===== config.mk =====
export PLATFORM = sky130hd
export DESIGN_NAME = radio_status_frame_receiver_top
export DESIGN_NICKNAME = d
export VERILOG_FILES = /design/src/sv/rsfr_pkg.sv /design/src/sv/rsfr_crc_mem.sv /design/src/sv/rsfr_frame.sv /design/src/sv/radio_status_frame_receiver_top.sv
export VERILOG_INCLUDE_DIRS = /design/src /design/src/sv
export SDC_FILE = /design/constraint.sdc
export NUM_CORES = 1
export LEC_CHECK = 0
export BUFFER_PORTS_ARGS = -buffer_cell sky130_fd_sc_hd__buf_4
export CAP_MARGIN = 20
export CORE_ASPECT_RATIO = 1.5
export CORE_MARGIN = 3
export CORE_UTILIZATION = 39
export CTS_CLUSTER_DIAMETER = 80
export CTS_CLUSTER_SIZE = 14
export DETAILED_ROUTE_END_ITERATION = 10
export HOLD_SLACK_MARGIN = 0.12
export SLEW_MARGIN = 30
export SYNTH_ARGS = -nofsm -noshare
export SYNTH_HDL_FRONTEND = slang
export SYNTH_SLANG_ARGS = --single-unit

===== constraint.sdc =====
create_clock -name clk -period 21.9 [get_ports clk]
set_input_delay 3.285 -clock clk [delete_from_list [all_inputs] [get_ports clk]]
set_output_delay 3.285 -clock clk [all_outputs]
set_load 0.03 [all_outputs]

===== src/sv/radio_status_frame_receiver_top_assert.svh =====
// Assertion macros for the radio status frame receiver
`ifndef RADIO_STATUS_FRAME_RECEIVER_TOP_ASSERT_SVH
`define RADIO_STATUS_FRAME_RECEIVER_TOP_ASSERT_SVH

// same-cycle implication, checked outside reset
`define RSFR_ASSERT_IMPL(label, ante, cons) \
  label: assert property (@(posedge clk) disable iff (!rst_n) (ante) |-> (cons)) \
    else $error("rsfr assertion failed");

// next-cycle implication, checked outside reset
`define RSFR_ASSERT_NEXT(label, ante, cons) \
  label: assert property (@(posedge clk) disable iff (!rst_n) (ante) |=> (cons)) \
    else $error("rsfr assertion failed");

`endif


===== src/sv/rsfr_pkg.sv =====
// Types, constants and helper functions of the radio status frame receiver
package rsfr_pkg;

  localparam logic [15:0] CRC_POLY      = 16'h8005;
  localparam logic [7:0]  HEADER_RESET  = 8'hA5;
  localparam logic [7:0]  PROTO_RESET   = 8'h14;
  localparam int          NUM_SLOTS     = 7;
  localparam int          SLOT_W        = 3;
  localparam int          POS_W         = 10;

  localparam logic [0:0] CFG_HEADER   = 1'b0;
  localparam logic [0:0] CFG_PROTOCOL = 1'b1;

  localparam logic [6:0] MSG_VERSION = 7'd0;
  localparam logic [6:0] MSG_VOLUME  = 7'd3;
  localparam logic [6:0] MSG_SQUELCH = 7'd4;
  localparam logic [6:0] MSG_DUAL    = 7'd12;
  localparam logic [6:0] MSG_SUPPLY  = 7'd21;
  localparam logic [6:0] MSG_FREQ    = 7'd22;
  localparam logic [6:0] MSG_STATE   = 7'd64;

  localparam logic [2:0] EV_NONE      = 3'd0;
  localparam logic [2:0] EV_CRC_FAIL  = 3'd1;
  localparam logic [2:0] EV_DECODED   = 3'd2;
  localparam logic [2:0] EV_DUPLICATE = 3'd3;
  localparam logic [2:0] EV_SUPPRESS  = 3'd4;

  typedef struct packed {
    logic        id_load;
    logic [6:0]  id;
    logic        done;
    logic        crc_ok;
    logic [15:0] crc;
    logic [7:0]  b4;
    logic [7:0]  b5;
    logic [7:0]  b6;
    logic [7:0]  b7;
  } frame_stat_t;

  typedef struct packed {
    logic              known;
    logic [SLOT_W-1:0] slot;
  } slot_t;

  function automatic logic [15:0] crc_byte(input logic [15:0] crc, input logic [7:0] b);
    logic [15:0] c;
    c = crc ^ {b, 8'h00};
    for (int k = 0; k < 8; k++) begin
      c = c[15] ? ({c[14:0], 1'b0} ^ CRC_POLY) : {c[14:0], 1'b0};
    end
    return c;
  endfunction

  function automatic slot_t slot_of(input logic [6:0] id);
    slot_t s;
    s.known = 1'b1;
    s.slot  = '0;
    unique case (id)
      MSG_VERSION: s.slot = 3'd0;
      MSG_VOLUME:  s.slot = 3'd1;
      MSG_SQUELCH: s.slot = 3'd2;
      MSG_DUAL:    s.slot = 3'd3;
      MSG_SUPPLY:  s.slot = 3'd4;
      MSG_FREQ:    s.slot = 3'd5;
      MSG_STATE:   s.slot = 3'd6;
      default:     s.known = 1'b0;
    endcase
    return s;
  endfunction

  // (50 - b) / 5 truncated toward zero, via reciprocal 205/1024
  function automatic logic [6:0] volume_of(input logic [7:0] b);
    logic [7:0]  d;
    logic [15:0] p;
    logic        neg;
    neg = (b > 8'd50);
    d   = neg ? (b - 8'd50) : (8'd50 - b);
    p   = 16'(d) * 16'd205;
    return neg ? (7'd0 - 7'(p >> 10)) : 7'(p >> 10);
  endfunction

  // (b - 6) / 2 truncated toward zero, plus one
  function automatic logic [7:0] squelch_of(input logic [7:0] b);
    logic [9:0] x;
    logic [9:0] q;
    x = {2'b00, b} - 10'd6;
    q = x[9] ? (10'd0 - ((10'd0 - x) >> 1)) : (x >> 1);
    return 8'(q + 10'd1);
  endfunction

endpackage


===== src/sv/rsfr_crc_mem.sv =====
// Memory of the last accepted CRC per message type, with per-entry valid bits
module rsfr_crc_mem (
  input  logic                      clk,
  input  logic                      rst_n,
  input  logic                      rd_en,
  input  logic [rsfr_pkg::SLOT_W-1:0] rd_slot,
  output logic [15:0]               rd_data,
  input  logic                      wr_en,
  input  logic [rsfr_pkg::SLOT_W-1:0] wr_slot,
  input  logic [15:0]               wr_data
);

  logic [15:0]                    mem_r [rsfr_pkg::NUM_SLOTS];
  logic [rsfr_pkg::NUM_SLOTS-1:0] valid_r;
  logic [15:0]                    rd_data_r;

  always_ff @(posedge clk) begin
    if (!rst_n) begin
      valid_r <= '0;
    end else if (wr_en) begin
      valid_r[wr_slot] <= 1'b1;
    end
  end

  always_ff @(posedge clk) begin
    if (wr_en) begin
      mem_r[wr_slot] <= wr_data;
    end
  end

  always_ff @(posedge clk) begin
    if (rd_en) begin
      rd_data_r <= valid_r[rd_slot] ? mem_r[rd_slot] : 16'h0000;
    end
  end

  assign rd_data = rd_data_r;

endmodule


===== src/sv/rsfr_frame.sv =====
// Byte framing, CRC accumulation and payload capture
module rsfr_frame #(
  parameter int BUFFER_SIZE = 127
) (
  input  logic                  clk,
  input  logic                  rst_n,
  input  logic                  step,
  input  logic [7:0]            rx_byte,
  input  logic [7:0]            header_byte,
  input  logic [7:0]            protocol_byte,
  output rsfr_pkg::frame_stat_t stat
);

  localparam int CNT_W = $clog2(BUFFER_SIZE + 1);
  localparam int PW    = rsfr_pkg::POS_W;

  logic [CNT_W-1:0] cnt_r, cnt_nxt;
  logic [7:0]       len_r, len_nxt;
  logic [15:0]      crc_r, crc_nxt;
  logic [7:0]       hi_r, hi_nxt;
  logic [7:0]       pay_r [5];
  logic [7:0]       pay_nxt [5];

  logic [CNT_W-1:0] pos;
  logic [PW-1:0]    pos_x;
  logic [PW-1:0]    len_x;
  logic [15:0]      crc_base;
  logic             done;

  always_comb begin
    pos = (rx_byte == header_byte) ? '0 : cnt_r;
    if (PW'(pos) >= PW'(BUFFER_SIZE)) begin
      pos = '0;
    end
    pos_x    = PW'(pos);
    len_nxt  = (pos_x == PW'(2)) ? rx_byte : len_r;
    len_x    = PW'(len_nxt);
    crc_base = (pos_x == '0) ? 16'h0000 : crc_r;
    crc_nxt  = ((pos_x < PW'(3)) || (pos_x < len_x + PW'(3))) ?
               rsfr_pkg::crc_byte(crc_base, rx_byte) : crc_base;
    hi_nxt   = ((pos_x >= PW'(3)) && (pos_x == len_x + PW'(3))) ? rx_byte : hi_r;
    for (int i = 0; i < 5; i++) begin
      pay_nxt[i] = pay_r[i];
    end
    if ((pos_x >= PW'(3)) && (pos_x <= PW'(7))) begin
      pay_nxt[3'(pos_x - PW'(3))] = rx_byte;
    end
    done    = 1'b0;
    cnt_nxt = CNT_W'(pos_x + PW'(1));
    priority if (pos_x == PW'(1)) begin
      if (rx_byte != protocol_byte) begin
        cnt_nxt = '0;
      end
    end else if ((pos_x >= PW'(2)) && (pos_x + PW'(1) >= len_x + PW'(5))) begin
      done    = 1'b1;
      cnt_nxt = '0;
    end
  end

  always_ff @(posedge clk) begin
    if (!rst_n) begin
      cnt_r <= '0;
      len_r <= '0;
      crc_r <= '0;
      hi_r  <= '0;
      for (int i = 0; i < 5; i++) begin
        pay_r[i] <= '0;
      end
    end else if (step) begin
      cnt_r <= cnt_nxt;
      len_r <= len_nxt;
      crc_r <= crc_nxt;
      hi_r  <= hi_nxt;
      for (int i = 0; i < 5; i++) begin
        pay_r[i] <= pay_nxt[i];
      end
    end
  end

  always_comb begin
    stat.id_load = step && (pos_x == PW'(3));
    stat.id      = pay_nxt[0][6:0];
    stat.done    = step && done;
    stat.crc_ok  = (crc_nxt == {hi_r, rx_byte});
    stat.crc     = crc_nxt;
    stat.b4      = pay_nxt[1];
    stat.b5      = pay_nxt[2];
    stat.b6      = pay_nxt[3];
    stat.b7      = pay_nxt[4];
  end

endmodule


===== src/sv/radio_status_frame_receiver_top.sv =====
// Top level of the radio status frame receiver: config, duplicate check, decode, output
// Takes one received byte per clock and gives one result per byte, so with a ready sink
// the block sustains one transfer per cycle; each result is registered in the cycle after its byte.
// The result comes from the single update stage: framing, one unrolled CRC byte step and the
// duplicate compare against the per-type CRC memory, whose read is issued when the message id
// byte arrives so its data is ready by the frame's last byte. The CRC memory clears through
// per-entry valid bits at reset, so there is no clearing pass; input is taken right after reset.
module radio_status_frame_receiver_top #(
  parameter int BUFFER_SIZE = 127
) (
  input  logic        clk,
  input  logic        rst_n,
  input  logic        in_tvalid,
  output logic        in_tready,
  input  logic [7:0]  in_tdata,   // [7:0] rx_byte
  input  logic [0:0]  in_tuser,   // [0] suppress
  output logic        out_tvalid,
  input  logic        out_tready,
  // [6:0] message_id, [13:7] volume, [21:14] squelch, [22] dual_mode,
  // [30:23] supply_code, [46:31] active_channel, [62:47] standby_channel,
  // [63] transmitting, [64] rx_on_active, [65] rx_on_standby, [66] changed
  output logic [71:0] out_tdata,
  output logic [2:0]  out_tuser,  // [2:0] frame_event
  input  logic        cfg_we,
  input  logic [0:0]  cfg_addr,
  input  logic [7:0]  cfg_wdata
);

  logic [7:0] header_r, proto_r;
  logic       step;
  logic       out_valid_r;
  logic [2:0] ev_r, ev_nxt;
  logic [6:0] last_id_r, last_id_nxt;

  logic signed [6:0] volume_r, volume_nxt;
  logic signed [7:0] squelch_r, squelch_nxt;
  logic              dual_r, dual_nxt;
  logic [7:0]        supply_r, supply_nxt;
  logic [15:0]       active_r, active_nxt;
  logic [15:0]       standby_r, standby_nxt;
  logic              tx_r, tx_nxt;
  logic              rxa_r, rxa_nxt;
  logic              rxs_r, rxs_nxt;
  logic              changed_r, changed_nxt;

  rsfr_pkg::frame_stat_t fs;
  rsfr_pkg::slot_t       rd_sel;
  rsfr_pkg::slot_t       slot_r;
  logic [15:0]           last_crc;
  logic                  wr_en;

  always_ff @(posedge clk) begin
    if (!rst_n) begin
      header_r <= rsfr_pkg::HEADER_RESET;
      proto_r  <= rsfr_pkg::PROTO_RESET;
    end else if (cfg_we) begin
      unique case (cfg_addr)
        rsfr_pkg::CFG_HEADER:   header_r <= cfg_wdata;
        rsfr_pkg::CFG_PROTOCOL: proto_r  <= cfg_wdata;
        default: ;
      endcase
    end
  end

  assign in_tready = !out_valid_r || out_tready;
  assign step      = in_tvalid && in_tready;

  rsfr_frame #(
    .BUFFER_SIZE(BUFFER_SIZE)
  ) u_frame (
    .clk          (clk),
    .rst_n        (rst_n),
    .step         (step),
    .rx_byte      (in_tdata),
    .header_byte  (header_r),
    .protocol_byte(proto_r),
    .stat         (fs)
  );

  assign rd_sel = rsfr_pkg::slot_of(fs.id);

  always_ff @(posedge clk) begin
    if (!rst_n) begin
      slot_r <= '0;
    end else if (fs.id_load) begin
      slot_r <= rd_sel;
    end
  end

  rsfr_crc_mem u_crc_mem (
    .clk    (clk),
    .rst_n  (rst_n),
    .rd_en  (fs.id_load),
    .rd_slot(rd_sel.slot),
    .rd_data(last_crc),
    .wr_en  (wr_en),
    .wr_slot(slot_r.slot),
    .wr_data(fs.crc)
  );

  always_comb begin
    ev_nxt      = rsfr_pkg::EV_NONE;
    last_id_nxt = last_id_r;
    wr_en       = 1'b0;
    volume_nxt  = volume_r;
    squelch_nxt = squelch_r;
    dual_nxt    = dual_r;
    supply_nxt  = supply_r;
    active_nxt  = active_r;
    standby_nxt = standby_r;
    tx_nxt      = tx_r;
    rxa_nxt     = rxa_r;
    rxs_nxt     = rxs_r;
    changed_nxt = changed_r;
    if (fs.done) begin
      last_id_nxt = fs.id;
      priority if (!fs.crc_ok) begin
        ev_nxt = rsfr_pkg::EV_CRC_FAIL;
      end else if (in_tuser[0]) begin
        ev_nxt = rsfr_pkg::EV_SUPPRESS;
      end else if (slot_r.known && (last_crc == fs.crc)) begin
        ev_nxt = rsfr_pkg::EV_DUPLICATE;
      end else begin
        ev_nxt = rsfr_pkg::EV_DECODED;
        wr_en  = slot_r.known;
        unique case (last_id_nxt)
          rsfr_pkg::MSG_VOLUME: begin
            volume_nxt  = rsfr_pkg::volume_of(fs.b4);
            changed_nxt = 1'b1;
          end
          rsfr_pkg::MSG_SQUELCH: begin
            squelch_nxt = rsfr_pkg::squelch_of(fs.b4);
            changed_nxt = 1'b1;
          end
          rsfr_pkg::MSG_DUAL: begin
            dual_nxt    = fs.b4[0];
            changed_nxt = 1'b1;
          end
          rsfr_pkg::MSG_SUPPLY: begin
            supply_nxt  = fs.b4;
            changed_nxt = 1'b1;
          end
          rsfr_pkg::MSG_FREQ: begin
            active_nxt  = {fs.b4, fs.b5};
            standby_nxt = {fs.b6, fs.b7};
            changed_nxt = 1'b1;
          end
          rsfr_pkg::MSG_STATE: begin
            tx_nxt      = fs.b7[5] | fs.b7[6];
            rxa_nxt     = fs.b7[7];
            rxs_nxt     = fs.b6[0];
            changed_nxt = 1'b1;
          end
          default: ;
        endcase
      end
    end
  end

  always_ff @(posedge clk) begin
    if (!rst_n) begin
      out_valid_r <= 1'b0;
      ev_r        <= rsfr_pkg::EV_NONE;
      last_id_r   <= '0;
      volume_r    <= '0;
      squelch_r   <= '0;
      dual_r      <= 1'b0;
      supply_r    <= '0;
      active_r    <= '0;
      standby_r   <= '0;
      tx_r        <= 1'b0;
      rxa_r       <= 1'b0;
      rxs_r       <= 1'b0;
      changed_r   <= 1'b0;
    end else if (step) begin
      out_valid_r <= 1'b1;
      ev_r        <= ev_nxt;
      last_id_r   <= last_id_nxt;
      volume_r    <= volume_nxt;
      squelch_r   <= squelch_nxt;
      dual_r      <= dual_nxt;
      supply_r    <= supply_nxt;
      active_r    <= active_nxt;
      standby_r   <= standby_nxt;
      tx_r        <= tx_nxt;
      rxa_r       <= rxa_nxt;
      rxs_r       <= rxs_nxt;
      changed_r   <= changed_nxt;
    end else if (out_tready) begin
      out_valid_r <= 1'b0;
    end
  end

  assign out_tvalid = out_valid_r;
  assign out_tuser  = ev_r;
  assign out_tdata  = {5'b00000, changed_r, rxs_r, rxa_r, tx_r, standby_r, active_r,
                       supply_r, dual_r, squelch_r, volume_r, last_id_r};

  `include "radio_status_frame_receiver_top_assert.svh"

  `RSFR_ASSERT_IMPL(a_mem_no_clash, fs.id_load, !wr_en)
  `RSFR_ASSERT_NEXT(a_crc_fail_event, fs.done && !fs.crc_ok, out_tuser == rsfr_pkg::EV_CRC_FAIL)
  `RSFR_ASSERT_NEXT(a_changed_sticky, changed_r, changed_r)

endmodule


* Yosys cells after proc, flatten, opt, wreduce, memory -nomap -nowiden
Memories as Yosys holds them, arrays and structs flattened. A register that Yosys moved wholly into a read port is not among the register bits. Index checks and enable logic that the tools add are counted.
Storage, ports and cells: register bits after elaboration 137, bits in writable memories 152, input bits 23, word-level logic and storage cells 164, memories 2
Cells by class: add/subtract/negate cells 11, $mul 1, order comparisons 13, eq/ne operators 14, muxes and demuxes 52, bitwise logic cells 20, reductions and logical operators 29
Memory list:
- u_crc_mem.mem_r | words 7, bits a word 16, rd ports 1, clocked after Yosys merged registers in 1, wr ports 1, RTL line rsfr_crc_mem.sv:13 | logic [15:0] mem_r [rsfr_pkg::NUM_SLOTS];
- u_frame.pay_r | words 5, bits a word 8, rd ports 5, clocked after Yosys merged registers in 0, wr ports 5, RTL line rsfr_frame.sv:21 | logic [7:0] pay_r [5];
Operator list (count):
- 16-bit two-way mux | 10
- 8-bit two-way mux | 9
- 7-bit two-way mux | 6
- 6-bit AND reduction | 7
- 40-bit bitwise mux | 1
- 40-bit two-way mux | 1
- 16-bit equality test | 2
- 8-bit demux with 3-bit select | 1
- 3-bit NOT | 8
- 7-bit by 2-bit equality test with 1-bit output, second input constant | 3
- 1-bit two-way mux | 18
- 3-bit case mux with 6 select lines | 1
- 8-bit by 8-bit multiplier with 16-bit output, second input constant | 1
- 16-bit bitwise XOR | 1
- 7-bit by 5-bit equality test with 1-bit output, second input constant | 2
- 7-bit by 2-bit >= comparator with 1-bit output, second input constant | 2
- 7-bit zero test | 2
- 10-bit >= comparator | 1
- 8-bit by 2-bit adder with 9-bit output, second input constant | 1
- 8-bit by 3-bit adder with 9-bit output, second input constant | 1
- 7-bit by 9-bit equality test with 1-bit output | 1
- 1-bit logical AND | 9
- 7-bit by 9-bit less-than comparator with 1-bit output | 1
- 3-bit two-way mux | 3
- 35 further kinds | 48

* Longest topological paths before layout
depth in word-level cells 32, mapped depth 41

* By module
From an unflattened synthesis, not the netlist that was laid out.
Second synthesis, totals: cells, all modules 1685, area, all modules 17244.0 µm²
By module, submodules not included:
- rsfr_frame | instances 1, cells each 650, area an instance 5995.8 µm², sequential area each 1951.9 µm²
- radio_status_frame_receiver_top | instances 1, cells each 742, area an instance 5919.4 µm², sequential area each 1821.7 µm²
- rsfr_crc_mem | instances 1, cells each 293, area an instance 5328.9 µm², sequential area each 3983.8 µm²

* Worst setup path after synthesis
Ideal clock, no wire load.
kind input to register, start point input port in_tdata[4], end point register volume_r[5], setup time 0.131 ns, arrival time 11.898 ns, required time 21.769 ns, setup slack 9.871 ns, cell stages on the path 37, buffers on the path 1, cells stage by stage buf_2 xnor2_1 and4_4 a21boi_1 nand2_1 inv_1 ha_1 a211oi_1 o221ai_1 mux2i_1 inv_1 ha_1 nor3b_1 o21ai_0 inv_1 mux2_2 mux2i_1 xor2_1 ha_1 inv_1 fa_1 inv_1 fa_1 inv_1 fa_1 inv_1 ha_1 nand3_1 nor3_1 nand2_1 or4_1 a41oi_1 a41oi_1 or3_1 nor3b_1 nand4b_1 o211ai_1
RTL lines:
- start: declaration | RTL line radio_status_frame_receiver_top.sv:15 | input logic [7:0] in_tdata,
- end signal: assignment | RTL line radio_status_frame_receiver_top.sv:179 | volume_r <= volume_nxt;
- end: declaration | RTL line radio_status_frame_receiver_top.sv:35 | logic signed [6:0] volume_r, volume_nxt;

==> flow_summary.toml <==
[status]
status = "finished clean"

[yosys]
synthDistinctLibCells = 86
synthesis.area_um2 = 17200
synth_ff_type = "edfxtp_1"
synth_edf_count = 167
ys_async_sr_fraction = 0
synth_seq_cells = 304
synthCells = 1788
synth_warnings = 0
seq_area_frac_synth = 0.451
avgSynthCellArea_um2 = 9.61

[routing]
vias = 13200
postRouteAntennaNets = 0
routed_via_density = 5.44
totalWireLength_um = 46400
drt_iter0_drc = 957
drc = 0
wire_per_inst_um = 19.1
drtPass1Iterations = 5

[min_path]
hold_path_class = "flip-flop to flip-flop"
min_from = "out_tuser[1]"

[floorplan]
rows = 93
initial_utilization = 0.397
die_area_um2 = 46700
io_pins = 100
core_area_um2 = 43300
die_h_um = 263
die_w_um = 177

[clock_network]
holdBufCountCts = 0
cts_root_buffer = "clkbuf_16"
cts_htree_levels = 1
post_cts_buffers = 0
clk_transition_reported_paths_ps = 70
ctsLongestPathBuffers = 3
clock-sinks = 304
clock_latency_ps = 560
tritoncts = "done"
cts_resized = 0
numCtsBuffers = 25

[cells_and_area]
layout.nets = 1948
seq_area_um2 = 7760
area_growth_pct = 12.0
nFillCells = 4215
drive_gt1_frac = 0.110
mostFrequentLayoutCells = "nand2_1, nor2_1, edfxtp_1"
multi_input_area_um2 = 8700
antennaDiodeCount = 0
final_common_cell = "nand2_1"

[placement]
place.detailed.hpwl_um = 32300
port_buffers = 94
gp_congestion = 0.896

[global_route]
grt_use_total = 0.197
antenna_found_initial = 0
grt_pass1_vias = 13400
grt_overflow_total = 0
grt_pass1_wl_um = 73500
grt_max_degree = 70

[power_and_ir_drop]
seq_power_share = 0.383
power_density_nw_per_um2 = 86.2
leakage_nw = 7.25
power.share.combinational = 0.355
pwr-share-clk = 0.263
p_int_mw = 1.08
ir_worst_vdd_uv = 122
p_sw_uw = 575
swShare = 0.347

[sta]
finalCritPeriodShare = 0.613
clock.fmax_ghz = 0.0745
rsz0062_at_grt = "no"
hold_slack_ps = 462
tightest_slew_ps = 909
timing.final.max_slew_violations = 0
finalCriticalPeriod_ps = 13430
relSlewSlack = 0.377
finalHoldViolCount = 0
fin_tns_setup_ps = 0
finClkSkew_ps = 15.9
setup_viol = 0

[worst_setup_path]
worstPathRequired_ps = 22290
critPathKind = "input pin to flip-flop"
arrival_ps = 13820
rr_startpoint = "u_frame.cnt_r[2]"
cp_slowest_cell = "mux2i_1"
cp_max_fo = 26
slowest_delay_ps = 670
start_kind = "input pin"
crit_family = "adder cells"
crit_path_end_kind = "flip-flop"
crit_buf_inv = 7
startpoint = "in_tdata[3]"

[job]
maxCapViolCount = 0
[metrics by stage]
step	setup slack (ps)	util	std cells	area (um2)	total power, mW
2_1_floorplan	9870	-	1793	17200	1.10
5_1_grt	7540	0.445	2431	19200	1.77
4_1_cts	8540	0.444	2431	19200	1.68
6_report	8470	0.445	2431	19200	1.66
3_3_place_gp	8360	0.427	2386	18500	1.23
3_5_place_dp	8020	0.427	2386	18500	1.24
[worst paths after layout]
kind / to / slack [ps] / depth (start not counted)
hold / removal: out_tuser[1] / 460 / 2
setup / recovery: volume_r[5] / 8470 / 37
hold reg to reg: out_tuser[1] / 460 / 2
setup reg to reg: volume_r[5] / 11130 / 36
[sequential cells by signal (all words and copies together) (netlist names), 4 cells and up]
name and flops:
u_frame.cnt_r 7, supply_r 8, u_frame.pay_r 39, squelch_r 8
u_crc_mem.mem_r 112, active_r 16, last_id_r 7, u_frame.hi_r 8
standby_r 16, u_frame.len_r 8, volume_r 7, u_crc_mem.valid_r 7
proto_r 8, header_r 8, slot_r 4, u_crc_mem.rd_data 16
u_frame.crc_r 16
[per-layer routing]
metal	global-route usage	wire length (um)	vias to the layer above
met2	0.367	24500	366
met4	0.0750	1650	0
li1	-	-	6370
met5	0	0	-
met1	0.226	18200	6391
met3	0.0237	2100	100
[synth_stat cells, drive strengths merged, types with 43 or more instances]
cell | number | area share
inv | 97 | 0.021
mux2i | 109 | 0.063
clkbuf | 66 | 0.014
xor2 | 43 | 0.022
nand2 | 243 | 0.053
edfxtp | 167 | 0.29
nand3 | 68 | 0.020
xnor2 | 72 | 0.038
dfxtp | 137 | 0.16
nor2 | 191 | 0.042
a21oi | 76 | 0.022
ha | 71 | 0.052
[area by class of cell]
cell class	instances	share of cell area
multi-input cells	1285	0.452
clock inverters	2	0.00202
flip-flops and latches	304	0.403
repair buffers	129	0.0503
well taps	570	0.0371
clock buffers	43	0.0360
inverters	98	0.0191
[logic make-up after synthesis]
family | after synthesis | synth area share
adder cells (fa/ha/maj) | 82 | 0.0645
other | 1 | 0.000218
AND/OR/NAND/NOR | 682 | 0.187
buffers and inverters | 204 | 0.0489
AO/OA/AOI/OAI | 279 | 0.114
multiplexers | 117 | 0.0687
XOR/XNOR | 119 | 0.0648
flip-flops | 304 | 0.451
[worst register-to-register path, delay by kind of cell (launching register included)]
family / cells / cell delay (ps)
compound gates: 9 / 2350
flops: 1 / 390
simple gates: 12 / 2850
mux: 2 / 1270
fa+ha+maj: 7 / 2750
buf+inv: 6 / 1000
[power groups by stage]
stage / combinational, mW / clock [mW] / sequential (mW)
2_1_floorplan: 0.451 / 0 / 0.645
3_3_place_gp: 0.583 / 0 / 0.647
3_5_place_dp: 0.591 / 0 / 0.647
4_1_cts: 0.596 / 0.448 / 0.635
5_1_grt: 0.673 / 0.465 / 0.636
6_report: 0.588 / 0.436 / 0.635
(Power assumes the default switching activity.)
